==> src/design/icdf_pkg.sv <==
// Shared types and constants for the inverse CDF table lookup core.
// Used by the core, its divider and its checker; depends on nothing.
package icdf_pkg;

    // Field widths
    localparam int VALUE_W = 32;
    localparam int FRAC_W  = 17;
    localparam int CMD_W   = 2;
    localparam int STAT_W  = 2;
    localparam int COUNT_W = 7;
    localparam int STEP_W  = 5;

    // Stream word layout
    localparam int S_TDATA_W = 72;
    localparam int M_TDATA_W = 40;
    localparam int FRAC_LSB  = VALUE_W;
    localparam int PCT_LSB   = VALUE_W + FRAC_W;
    localparam int S_PAD_W   = S_TDATA_W - VALUE_W - 2 * FRAC_W;
    localparam int M_PAD_W   = M_TDATA_W - VALUE_W - COUNT_W;

    // Q1.16 fixed points
    localparam logic [FRAC_W-1:0] FRAC_ONE  = 17'h10000;
    localparam logic [FRAC_W-1:0] FRAC_HALF = 17'h08000;

    typedef logic signed [VALUE_W-1:0] value_t;
    typedef logic [FRAC_W-1:0]         frac_t;

    typedef enum logic [CMD_W-1:0] {
        CMD_CLEAR  = 2'd0,
        CMD_INSERT = 2'd1,
        CMD_LOOKUP = 2'd2,
        CMD_EVEN   = 2'd3
    } cmd_t;

    typedef enum logic [STAT_W-1:0] {
        STAT_OK   = 2'd0,
        STAT_FULL = 2'd1,
        STAT_MISS = 2'd2
    } stat_t;

endpackage

==> src/design/icdf_div.sv <==
// Bit-serial restoring divider: one (65536 / divisor) quotient and remainder.
// One quotient bit per cycle. Depends on icdf_pkg.
module icdf_div #(
    parameter int CW = 7
) (
    input  logic                      aclk,
    input  logic                      aresetn,
    input  logic                      start,
    input  logic [CW-1:0]             divisor,
    output logic                      done,
    output logic [icdf_pkg::FRAC_W-1:0] quo,
    output logic [CW-1:0]             rem
);
    import icdf_pkg::*;

    logic              busy_reg;
    logic              done_reg;
    logic [STEP_W-1:0] step_reg;
    logic [CW-1:0]     rem_reg;
    frac_t             quo_reg;

    logic [CW:0] trial;
    logic [CW:0] diff;
    logic        ge;

    // Trial subtract of the shifted partial remainder
    always_comb begin
        trial = {rem_reg, quo_reg[FRAC_W-1]};
        diff  = trial - {1'b0, divisor};
        ge    = (trial >= {1'b0, divisor});
    end

    // Sequencing
    always_ff @(posedge aclk) begin
        if (!aresetn) begin
            busy_reg <= 1'b0;
            done_reg <= 1'b0;
        end else begin
            done_reg <= 1'b0;
            if (start) begin
                busy_reg <= 1'b1;
            end else if (busy_reg && step_reg == STEP_W'(FRAC_W - 1)) begin
                busy_reg <= 1'b0;
                done_reg <= 1'b1;
            end
        end
    end

    // Datapath; dividend is shifted out of the quotient register
    always_ff @(posedge aclk) begin
        if (start) begin
            step_reg <= '0;
            rem_reg  <= '0;
            quo_reg  <= FRAC_ONE;
        end else if (busy_reg) begin
            step_reg <= step_reg + 1'b1;
            rem_reg  <= ge ? diff[CW-1:0] : trial[CW-1:0];
            quo_reg  <= {quo_reg[FRAC_W-2:0], ge};
        end
    end

    assign done = done_reg;
    assign quo  = quo_reg;
    assign rem  = rem_reg;

endmodule

==> src/design/inverse_cdf_table_lookup_core.sv <==
// Inverse CDF table lookup core: sorted (value, fraction) table and sequencer.
// Depends on icdf_pkg and icdf_div.
//
// Usage:
//   Input words arrive on s_*: s_tuser carries the command (clear, insert,
//   lookup, even fractions), s_tdata the value, fraction and percentile.
//   Each input word yields exactly one result word on m_*: m_tdata carries
//   the found value and the entry count, m_tuser the status.
//   s_tready is high only while the sequencer is idle; one word is worked
//   on at a time. Steps from accept to m_tvalid (n = entries held):
//     clear or insert into a full table: straight to the output register
//     insert: a primed read, then entries moved up (at most n), one per cycle
//     lookup: entries scanned (at most n), one table read per cycle
//     even fractions: the divider, then one write per entry
//   The next word can be taken in the cycle in which m_tvalid rises.
//   The table lives in two single-port-write memories; the shift and scan
//   loops are bound by their one read and one write per cycle.
//   A result waits in the output register while m_tready is low; the core
//   then holds the next result in its sequencer and takes no new word.
//   Reset empties the table (count to zero) and drops any pending result.
module inverse_cdf_table_lookup_core #(
    parameter int TABLE_DEPTH = 64
) (
    input  logic                          aclk,
    input  logic                          aresetn,
    input  logic                          s_tvalid,
    output logic                          s_tready,
    // [31:0] entry_value, [48:32] entry_fraction, [65:49] query_percentile
    input  logic [icdf_pkg::S_TDATA_W-1:0] s_tdata,
    // [1:0] cmd
    input  logic [icdf_pkg::CMD_W-1:0]     s_tuser,
    output logic                          m_tvalid,
    input  logic                          m_tready,
    // [31:0] result_value, [38:32] entry_count
    output logic [icdf_pkg::M_TDATA_W-1:0] m_tdata,
    // [1:0] status
    output logic [icdf_pkg::STAT_W-1:0]    m_tuser
);
    import icdf_pkg::*;

    localparam int AW = $clog2(TABLE_DEPTH);
    localparam int CW = $clog2(TABLE_DEPTH + 1);
    localparam logic [CW-1:0] DEPTH_C = CW'(TABLE_DEPTH);

    typedef enum logic [6:0] {
        ST_IDLE    = 7'b0000001,
        ST_INS_RD  = 7'b0000010,
        ST_INS_CMP = 7'b0000100,
        ST_LK_RUN  = 7'b0001000,
        ST_DIV     = 7'b0010000,
        ST_EV_RUN  = 7'b0100000,
        ST_OUT     = 7'b1000000
    } state_t;

    state_t state_reg, state_next;
    logic [CW-1:0] cnt_reg, cnt_next;
    logic [CW-1:0] idx_reg, idx_next;
    logic          rd_vld_reg, rd_vld_next;
    logic          hi_reg, hi_next;
    value_t        in_val_reg, in_val_next;
    frac_t         in_frac_reg, in_frac_next;
    frac_t         in_pct_reg, in_pct_next;
    frac_t         acc_q_reg, acc_q_next;
    logic [CW-1:0] acc_r_reg, acc_r_next;
    value_t        res_val_reg, res_val_next;
    stat_t         res_stat_reg, res_stat_next;
    logic          m_valid_reg, m_valid_next;
    value_t        m_val_reg, m_val_next;
    stat_t         m_stat_reg, m_stat_next;
    logic [COUNT_W-1:0] m_cnt_reg, m_cnt_next;

    // Table memories and registered read port
    value_t val_mem [TABLE_DEPTH];
    frac_t  frac_mem [TABLE_DEPTH];
    value_t val_rd_reg;
    frac_t  frac_rd_reg;

    logic          val_we, frac_we;
    logic [AW-1:0] wr_addr, rd_addr;
    value_t        wr_val;
    frac_t         wr_frac;

    // Divider
    logic          div_start;
    logic          div_done;
    frac_t         div_quo;
    logic [CW-1:0] div_rem;

    // Input word fields
    cmd_t   cmd_in;
    value_t val_in;
    frac_t  frac_in;
    frac_t  pct_in;

    // Helpers
    logic [CW-1:0] idx_m1, idx_m2, lk_addr;
    logic          lk_hit;
    logic [CW:0]   ev_sum_r;
    logic [FRAC_W:0] ev_sum_q;
    logic          ev_wrap;

    assign cmd_in  = cmd_t'(s_tuser);
    assign val_in  = s_tdata[VALUE_W-1:0];
    assign frac_in = s_tdata[FRAC_LSB +: FRAC_W];
    assign pct_in  = s_tdata[PCT_LSB +: FRAC_W];

    icdf_div #(
        .CW(CW)
    ) u_div (
        .aclk    (aclk),
        .aresetn (aresetn),
        .start   (div_start),
        .divisor (cnt_reg),
        .done    (div_done),
        .quo     (div_quo),
        .rem     (div_rem)
    );

    // Address and compare helpers
    always_comb begin
        idx_m1  = idx_reg - 1'b1;
        idx_m2  = idx_reg - 2'd2;
        lk_addr = hi_reg ? (cnt_reg - 1'b1 - idx_reg) : idx_reg;
        lk_hit  = hi_reg ? (frac_rd_reg <= in_pct_reg) : (frac_rd_reg >= in_pct_reg);
        ev_sum_r = {1'b0, acc_r_reg} + {1'b0, div_rem};
        ev_sum_q = {1'b0, acc_q_reg} + {1'b0, div_quo};
        ev_wrap  = (ev_sum_r >= {1'b0, cnt_reg});
        if (ev_wrap) begin
            ev_sum_r = ev_sum_r - {1'b0, cnt_reg};
            ev_sum_q = ev_sum_q + 1'b1;
        end
    end

    // Sequencer
    always_comb begin
        state_next    = state_reg;
        cnt_next      = cnt_reg;
        idx_next      = idx_reg;
        rd_vld_next   = rd_vld_reg;
        hi_next       = hi_reg;
        in_val_next   = in_val_reg;
        in_frac_next  = in_frac_reg;
        in_pct_next   = in_pct_reg;
        acc_q_next    = acc_q_reg;
        acc_r_next    = acc_r_reg;
        res_val_next  = res_val_reg;
        res_stat_next = res_stat_reg;
        m_valid_next  = m_valid_reg && !m_tready;
        m_val_next    = m_val_reg;
        m_stat_next   = m_stat_reg;
        m_cnt_next    = m_cnt_reg;
        val_we        = 1'b0;
        frac_we       = 1'b0;
        wr_addr       = idx_reg[AW-1:0];
        wr_val        = in_val_reg;
        wr_frac       = in_frac_reg;
        rd_addr       = '0;
        div_start     = 1'b0;

        unique case (state_reg)
            ST_IDLE: begin
                if (s_tvalid) begin
                    in_val_next   = val_in;
                    in_frac_next  = frac_in;
                    in_pct_next   = pct_in;
                    res_val_next  = '0;
                    res_stat_next = STAT_OK;
                    unique case (cmd_in)
                        CMD_CLEAR: begin
                            cnt_next   = '0;
                            state_next = ST_OUT;
                        end
                        CMD_INSERT: begin
                            if (cnt_reg == DEPTH_C) begin
                                res_stat_next = STAT_FULL;
                                state_next    = ST_OUT;
                            end else begin
                                idx_next   = cnt_reg;
                                state_next = ST_INS_RD;
                            end
                        end
                        CMD_LOOKUP: begin
                            hi_next     = (pct_in > FRAC_HALF);
                            idx_next    = '0;
                            rd_vld_next = 1'b0;
                            state_next  = ST_LK_RUN;
                        end
                        CMD_EVEN: begin
                            if (cnt_reg == '0) begin
                                state_next = ST_OUT;
                            end else begin
                                div_start  = 1'b1;
                                state_next = ST_DIV;
                            end
                        end
                        default: state_next = ST_IDLE;
                    endcase
                end
            end
            // Prime the read of the top entry
            ST_INS_RD: begin
                rd_addr    = idx_m1[AW-1:0];
                state_next = ST_INS_CMP;
            end
            // Move entries not below the new value up by one, then place it
            ST_INS_CMP: begin
                val_we  = 1'b1;
                frac_we = 1'b1;
                if (idx_reg != '0 && val_rd_reg >= in_val_reg) begin
                    wr_val   = val_rd_reg;
                    wr_frac  = frac_rd_reg;
                    idx_next = idx_m1;
                    rd_addr  = idx_m2[AW-1:0];
                end else begin
                    cnt_next   = cnt_reg + 1'b1;
                    state_next = ST_OUT;
                end
            end
            // One read issued per cycle; data compared the cycle after
            ST_LK_RUN: begin
                if (rd_vld_reg && lk_hit) begin
                    res_val_next = val_rd_reg;
                    state_next   = ST_OUT;
                end else if (idx_reg == cnt_reg) begin
                    res_stat_next = STAT_MISS;
                    state_next    = ST_OUT;
                end else begin
                    rd_addr     = lk_addr[AW-1:0];
                    idx_next    = idx_reg + 1'b1;
                    rd_vld_next = 1'b1;
                end
            end
            ST_DIV: begin
                if (div_done) begin
                    idx_next   = '0;
                    acc_q_next = '0;
                    acc_r_next = '0;
                    state_next = ST_EV_RUN;
                end
            end
            // Running quotient and remainder of (k+1)*65536/n
            ST_EV_RUN: begin
                if (idx_reg == cnt_reg) begin
                    state_next = ST_OUT;
                end else begin
                    frac_we    = 1'b1;
                    wr_frac    = ev_sum_q[FRAC_W-1:0];
                    acc_q_next = ev_sum_q[FRAC_W-1:0];
                    acc_r_next = ev_sum_r[CW-1:0];
                    idx_next   = idx_reg + 1'b1;
                end
            end
            ST_OUT: begin
                if (!m_valid_reg || m_tready) begin
                    m_valid_next = 1'b1;
                    m_val_next   = res_val_reg;
                    m_stat_next  = res_stat_reg;
                    m_cnt_next   = COUNT_W'(cnt_reg);
                    state_next   = ST_IDLE;
                end
            end
            default: state_next = ST_IDLE;
        endcase
    end

    // Control registers
    always_ff @(posedge aclk) begin
        if (!aresetn) begin
            state_reg   <= ST_IDLE;
            cnt_reg     <= '0;
            m_valid_reg <= 1'b0;
        end else begin
            state_reg   <= state_next;
            cnt_reg     <= cnt_next;
            m_valid_reg <= m_valid_next;
        end
    end

    // Payload registers
    always_ff @(posedge aclk) begin
        idx_reg      <= idx_next;
        rd_vld_reg   <= rd_vld_next;
        hi_reg       <= hi_next;
        in_val_reg   <= in_val_next;
        in_frac_reg  <= in_frac_next;
        in_pct_reg   <= in_pct_next;
        acc_q_reg    <= acc_q_next;
        acc_r_reg    <= acc_r_next;
        res_val_reg  <= res_val_next;
        res_stat_reg <= res_stat_next;
        m_val_reg    <= m_val_next;
        m_stat_reg   <= m_stat_next;
        m_cnt_reg    <= m_cnt_next;
    end

    // Table memories
    always_ff @(posedge aclk) begin
        if (val_we) begin
            val_mem[wr_addr] <= wr_val;
        end
        if (frac_we) begin
            frac_mem[wr_addr] <= wr_frac;
        end
        val_rd_reg  <= val_mem[rd_addr];
        frac_rd_reg <= frac_mem[rd_addr];
    end

    assign s_tready = (state_reg == ST_IDLE);
    assign m_tvalid = m_valid_reg;
    assign m_tdata  = {{M_PAD_W{1'b0}}, m_cnt_reg, m_val_reg};
    assign m_tuser  = m_stat_reg;

endmodule

==> config.mk <==
export PLATFORM = sky130hd
export DESIGN_NAME = inverse_cdf_table_lookup_core
export DESIGN_NICKNAME = d
export VERILOG_FILES = /design/src/design/icdf_pkg.sv /design/src/design/icdf_div.sv /design/src/design/inverse_cdf_table_lookup_core.sv
export SDC_FILE = /design/constraint.sdc
export NUM_CORES = 2
export LEC_CHECK = 0
export ABC_AREA = 1
export BUFFER_PORTS_ARGS = -buffer_cell sky130_fd_sc_hd__buf_2
export CAP_MARGIN = 15
export CORE_ASPECT_RATIO = 1.25
export CORE_MARGIN = 3
export CORE_UTILIZATION = 56
export DETAILED_ROUTE_END_ITERATION = 8
export HOLD_SLACK_MARGIN = 0.05
export PLACE_DENSITY = 0.72
export SYNTH_ARGS = -nofsm -noshare
export SYNTH_HDL_FRONTEND = slang
export SYNTH_SLANG_ARGS = --single-unit
==> constraint.sdc <==
create_clock -name aclk -period 10.9 [get_ports aclk]
set_input_delay 1.09 -clock aclk [delete_from_list [all_inputs] [get_ports aclk]]
set_output_delay 1.09 -clock aclk [all_outputs]
set_load 0.01 [all_outputs]
== Word level (Yosys, flattened, before mapping) ==
Memories as Yosys holds them, arrays and structs flattened. A register that Yosys moved wholly into a read port is not among the register bits.
Cells that the tools add are included.

* Add/subtract/negate cells: 12
* Order comparisons: 6
* Eq/ne operators: 27
* Muxes and demuxes: 71
* Bitwise operators: 1
* Reductions and logical operators: 26

{| class="wikitable"
|+ Operators by type and width
! cell !! count
|-
| $mux 7 || 20
|-
| $mux 32 || 4
|-
| $mux 17 || 5
|-
| $pmux 17 s2 || 2
|-
| $pmux 32 s2 || 1
|-
| $pmux 7 s7 || 1
|-
| $pmux 7 s2 || 3
|-
| $pmux 7 s5 || 1
|-
| $ge 32x32->1 || 1
|-
| $pmux 7 s4 || 1
|-
| $mux 6 || 4
|-
| $mux 1 || 22
|-
| $ne 2x2->1 const B || 9
|-
| $pmux 6 s3 || 1
|-
| $add 17x1->17 const B || 1
|-
| $add 17x17->17 || 1
|-
| $ge 17x17->1 || 1
|-
| $gt 17x16->1 const B || 1
|-
| $le 17x17->1 || 1
|-
| $ge 8x7->1 || 2
|-
| $add 7x1->7 const B || 2
|-
| $eq 7x7->1 const B || 2
|-
| $sub 7x7->7 || 2
|-
| $reduce_and 4->1 || 3
|-
| other kinds (36) || 52
|}

* Bits in registers: 220
* Memory bits (writable): 3136
* Input port bits: 78
* Output and inout port bits: 44
* Logic and storage cells: 166
* Memories: 2

{| class="wikitable"
|+ Memory list
! name !! words !! width !! rd ports !! clocked after memory_dff !! write ports !! RTL line !! source
|-
| val_mem || 64 || 32 || 1 || 1 || 1 || inverse_cdf_table_lookup_core.sv:73 || <nowiki>value_t val_mem [TABLE_DEPTH];</nowiki>
|-
| frac_mem || 64 || 17 || 1 || 1 || 1 || inverse_cdf_table_lookup_core.sv:74 || <nowiki>frac_t frac_mem [TABLE_DEPTH];</nowiki>
|}

== Logic depth before layout (Yosys ltp) ==
* Word-level depth: 6
* Mapped depth: 28
* Depth with buffers taken out: 26

== Modules after synthesis ==
Synthesis repeated with hierarchy kept, for this count alone.

* Cells, all modules: 13618
* Area total of the unflattened synthesis: 150753.3 um2

{| class="wikitable"
|+ By module, submodules not included
! module !! instances !! cells each !! area each (um2) !! seq. area each (um2)
|-
| inverse_cdf_table_lookup_core || 1 || 13397 || 149165.6 || 100676.6
|-
| icdf_div || 1 || 221 || 1587.8 || 620.6
|}

== Worst setup path before layout ==
No wires, ideal clock.

* Path type: register to register
* From: reg acc_r_reg[0]
* To: mem frac_mem[0][14] (netlist name), data pin
* Library setup time: 549 ps
* Arrival time: 5075 ps
* Required time: 10351 ps
* Setup slack: 5276 ps
* Cell stages (with the launch flop): 24
* Buffers on the path: 0
* Period minus slack after synthesis: 5624 ps
* Cells stage by stage: edfxtp_1 > ha_1 > fa_1 > nand3_1 > nand3_1 > xor2_1 > inv_1 > ha_1 > nand2_1 > nand2_1 > a21oi_1 > o21ai_0 > nand2_1 > nand3_1 > nand2_1 > nor2_1 > nand2_1 > nor2_1 > nand2_1 > nor2_1 > nand3_1 > xor2_1 > nand2_1 > a21oi_1

* Word-level cells in the longest chain between the ends: 5

{| class="wikitable"
|+ RTL lines
! item !! RTL line !! source
|-
| from (decl) || inverse_cdf_table_lookup_core.sv:64 || <nowiki>logic [CW-1:0] acc_r_reg, acc_r_next;</nowiki>
|-
| from (signal assigned) || inverse_cdf_table_lookup_core.sv:288 || <nowiki>acc_r_reg <= acc_r_next;</nowiki>
|-
| $add 7x7->8 || inverse_cdf_table_lookup_core.sv:125 || <nowiki>ev_sum_r = {1'b0, acc_r_reg} + {1'b0, div_rem};</nowiki>
|-
| $ge 8x7->1 || inverse_cdf_table_lookup_core.sv:127 || <nowiki>ev_wrap = (ev_sum_r >= {1'b0, cnt_reg});</nowiki>
|-
| $mux 17 || inverse_cdf_table_lookup_core.sv:128 || <nowiki>if (ev_wrap) begin</nowiki>
|-
| $mux 17 || inverse_cdf_table_lookup_core.sv:243 || <nowiki>if (idx_reg == cnt_reg) begin</nowiki>
|-
| $pmux 17 s2 || inverse_cdf_table_lookup_core.sv:160 || <nowiki>unique case (state_reg)</nowiki>
|-
| net wr_frac[14] || inverse_cdf_table_lookup_core.sv:81 || <nowiki>frac_t wr_frac;</nowiki>
|-
| to (decl) || inverse_cdf_table_lookup_core.sv:74 ||
|}

The timed path passes the listed nets, and every way through them passes these cells.

== Worst setup path in the final report ==
* From: reg idx_reg[3]
* To: reg val_rd_reg[19], read port of val_mem

* Word-level cells in the longest chain between the ends: 5
* Elaborated cells between the ends (all ways): 11
* Classes of those cells: add/sub: 3; eq/ne: 1; mux: 5; reduce/logical: 2

{| class="wikitable"
|+ RTL lines
! item !! RTL line !! source
|-
| from (decl) || inverse_cdf_table_lookup_core.sv:57 || <nowiki>logic [CW-1:0] idx_reg, idx_next;</nowiki>
|-
| from (signal assigned) || inverse_cdf_table_lookup_core.sv:281 || <nowiki>idx_reg <= idx_next;</nowiki>
|-
| $sub 6x6->6 || inverse_cdf_table_lookup_core.sv:123 || <nowiki>lk_addr = hi_reg ? (cnt_reg - 1'b1 - idx_reg) : idx_reg;</nowiki>
|-
| $mux 6 || inverse_cdf_table_lookup_core.sv:123 ||
|-
| $mux 6 || inverse_cdf_table_lookup_core.sv:224 || <nowiki>end else if (idx_reg == cnt_reg) begin</nowiki>
|-
| $mux 6 || inverse_cdf_table_lookup_core.sv:221 || <nowiki>if (rd_vld_reg && lk_hit) begin</nowiki>
|-
| $pmux 6 s3 (*) || inverse_cdf_table_lookup_core.sv:160 ||
|-
| to (decl) || inverse_cdf_table_lookup_core.sv:75 || <nowiki>value_t val_rd_reg;</nowiki>
|}

Mark *: on every way between the ends. The rest lies on a longest branch, timed or not.
A chain may end at the register's enable or synchronous reset.

==> qor.yml <==
intPower_mw: 22.3
slew_headroom: 0.196
leakage_nw: 61.8
synth_area_um2: 150000
top_regs: "val_mem x2048, frac_mem x1088"
worst_pin_slew_ns: 1.21
pwr-share-comb: 0.118
hold_class: "in2reg"
met1_usage: 0.367
grt_usage: 0.280
drtIter0Drc: 12400
use_met2: 0.473
async_reset_ff_frac: 0
total_power_mw: 29.8
syn_inst: 13500
min_period_over_period: 0.624
area_growth_syn_to_layout_pct: 9.88
regMostFlops: "val_mem"
cts_tree: "yes"
gr-total-overflow: 0
initial_utilization: 0.565
yosys_warnings: 0
endpoint_kind: "flop"
coreArea_um2: 265000
hold_violations: 0
nets: 13600
tns_ns: 0
seq_area_frac_synth: 0.676
fin_skew_ns: 0.0381
cts_buffers: 321
startpoint_type: "flop"
grt_pass1_vias: 100000
cts_resized: 0
drc: 0
p_clk_frac: 0.368
grt.met3_usage: 0.0461
hold_buffers: 0
antenna_left: 0
seq_power_share: 0.513
rsz0062_at_grt: "false"
worstPathRequired_ns: 11.64
dr.pass1.iters: 9
path_class: "reg2reg"
synth_edf_count: 3310
h-tree-depth: 5
yosysMostFrequentCell: "edfxtp_1"
peakVddDrop_uv: 118
hpwl_um: 208000
yosys.cell_types.count: 57
yosysTopAreaCell: "edfxtp_1"
cp.arrival_ns: 7.55
fin_crit_ns: 6.81
yosys-top-cells-area: "edfxtp_1 (66%), nand3_1 (11%), nand2_1 (6.1%), nand3b_1 (5.0%), inv_1 (4.4%)"
p_per_area_nw_per_um2: 181
max_freq_mhz: 147
syn-num-nets: 13700
avgSynthCellArea_um2: 11.1
largest_reg_flops: 2048
switching_power_mw: 7.51
wl_um: 392000
die_h_um: 584
synth_ff_type: "edfxtp_1"
clk_path_buf_depth: 4
routedWlPerCell_um: 22.9
slew_violations: 0
clk-insertion-delay-late_ns: 0.89
ys_seq_elements: 3405
clkSlewWorstSetupHoldPaths_ns: 0.07
grt_pass1_wl_um: 590000
cts.sinks: 3405
port_buffers: 114
netlist_top_cells_count: "edfxtp_1 (3310), nand3_1 (3217), nand2_1 (2418)"
top_usage_layer: "met2"
drive_gt1_frac: 0.0740
cts-root-buf: "clkbuf_16"
grt_max_degree: 192
worstPathMaxFanout: 102
vias: 103000
ios: 122
die_x_um: 469
outcome: "completed"
rows: 211
synth_top_area_frac: 0.663
gp_congestion: 0.844
design.die.area_um2: 274000
cts_setup_buffers: 0
antenna_found_initial: 5
viasPerCell: 6.03
p_sw_frac: 0.252
cap_violations: 0
setup_viol: 0
==> metal layers <==
layer  wire length (um)  share of wire
met2             192000           0.49
met1             148000           0.38
met3              39000          0.099
met4              13700          0.035
met5                  7       0.000018
==> layout by cell type (no fill, tap or decap), drive strengths merged, types with 3 or more instances in the layout <==
master	instances
a211oi	8
a21o	4
a21oi	89
a221oi	11
a22oi	3
a31oi	6
buf	377
bufinv	26
clkbuf	423
clkinv	104
clkinvlp	10
dfxtp	95
diode	8
edfxtp	3310
fa	5
ha	104
inv	1775
nand2	2419
nand3	3217
nand3b	998
nand4	26
nor2	234
nor3	76
nor4	11
o211ai	8
o21ai	140
o221ai	4
o22ai	3
or2	53
xnor2	11
xor2	37
==> worst max-delay path: stages (launching register included) <==
cell,delay (ns)
edfxtp_1,0.60
clkinv_1,0.40
ha_1,0.49
nand3_1,0.15
nor4b_4,0.56
nor2_4,0.08
nand3_1,0.11
nand2_1,0.14
inv_8,0.58
buf_4,0.74
buf_4,0.73
buf_4,0.83
nand3b_1,0.15
nand3_1,0.15
nand3_1,0.11
nand3_1,0.17
nand3_1,0.09
nand3_1,0.30
nand2_1,0.11
==> per-stage QoR <==
step,hold WS (ns),util,setup slack [ns],instances,instance area [um2]
final,0.390,0.621,4.09,17100,165000
after global routing,0.365,0.621,3.84,17100,165000
after CTS,0.353,0.620,4.32,17100,165000
after detailed placement,0.405,0.582,4.35,16600,155000
after global placement,0.401,0.582,4.44,16600,154000
after floorplan,0.400,-,5.28,13500,150000
==> layout make-up <==
cell class,instances,area [um2]
flip-flops and latches,3405,101000
fillers,19600,101000
multi-input cells,7487,39200
clock buffers,423,8800
inverters,1777,6710
well taps,3514,4400
repair buffers,377,2940
clock inverters,138,1320
diodes,8,20.0
==> power groups by stage <==
stage	logic (mW)	registers, mW	clock network [mW]
after floorplan	2.24	15.5	0
after global placement	3.33	15.6	0
after detailed placement	3.46	15.6	0
after CTS	3.48	15.3	11.1
after global routing	3.88	15.3	11.6
final	3.53	15.3	11.0
==> kinds of logic (layout without fill, tap and decap cells) <==
kind of cell,count (synthesis),in the layout,synth area share
fa+ha+maj,109,109,0.00935
buf+inv,2651,2715,0.0703
other cells,1,9,0.0000250
flops,3405,3405,0.676
mux,1,1,0.0000668
xor+xnor,48,48,0.00281
compound gates,289,289,0.0108
simple gates,7039,7039,0.231
==> path summary, 6_finish.rpt <==
kind                       start        endpoint  slack (ns)  cells after the start
setup / recovery      idx_reg[3]  val_rd_reg[19]        4.09                     18
hold / removal       s_tdata[28]  in_val_reg[28]        0.39                      1
setup reg to reg      idx_reg[3]  val_rd_reg[19]        4.09                     18
hold reg to reg   res_val_reg[5]    m_val_reg[5]        0.41                      0
(Power assumes the default switching activity.)
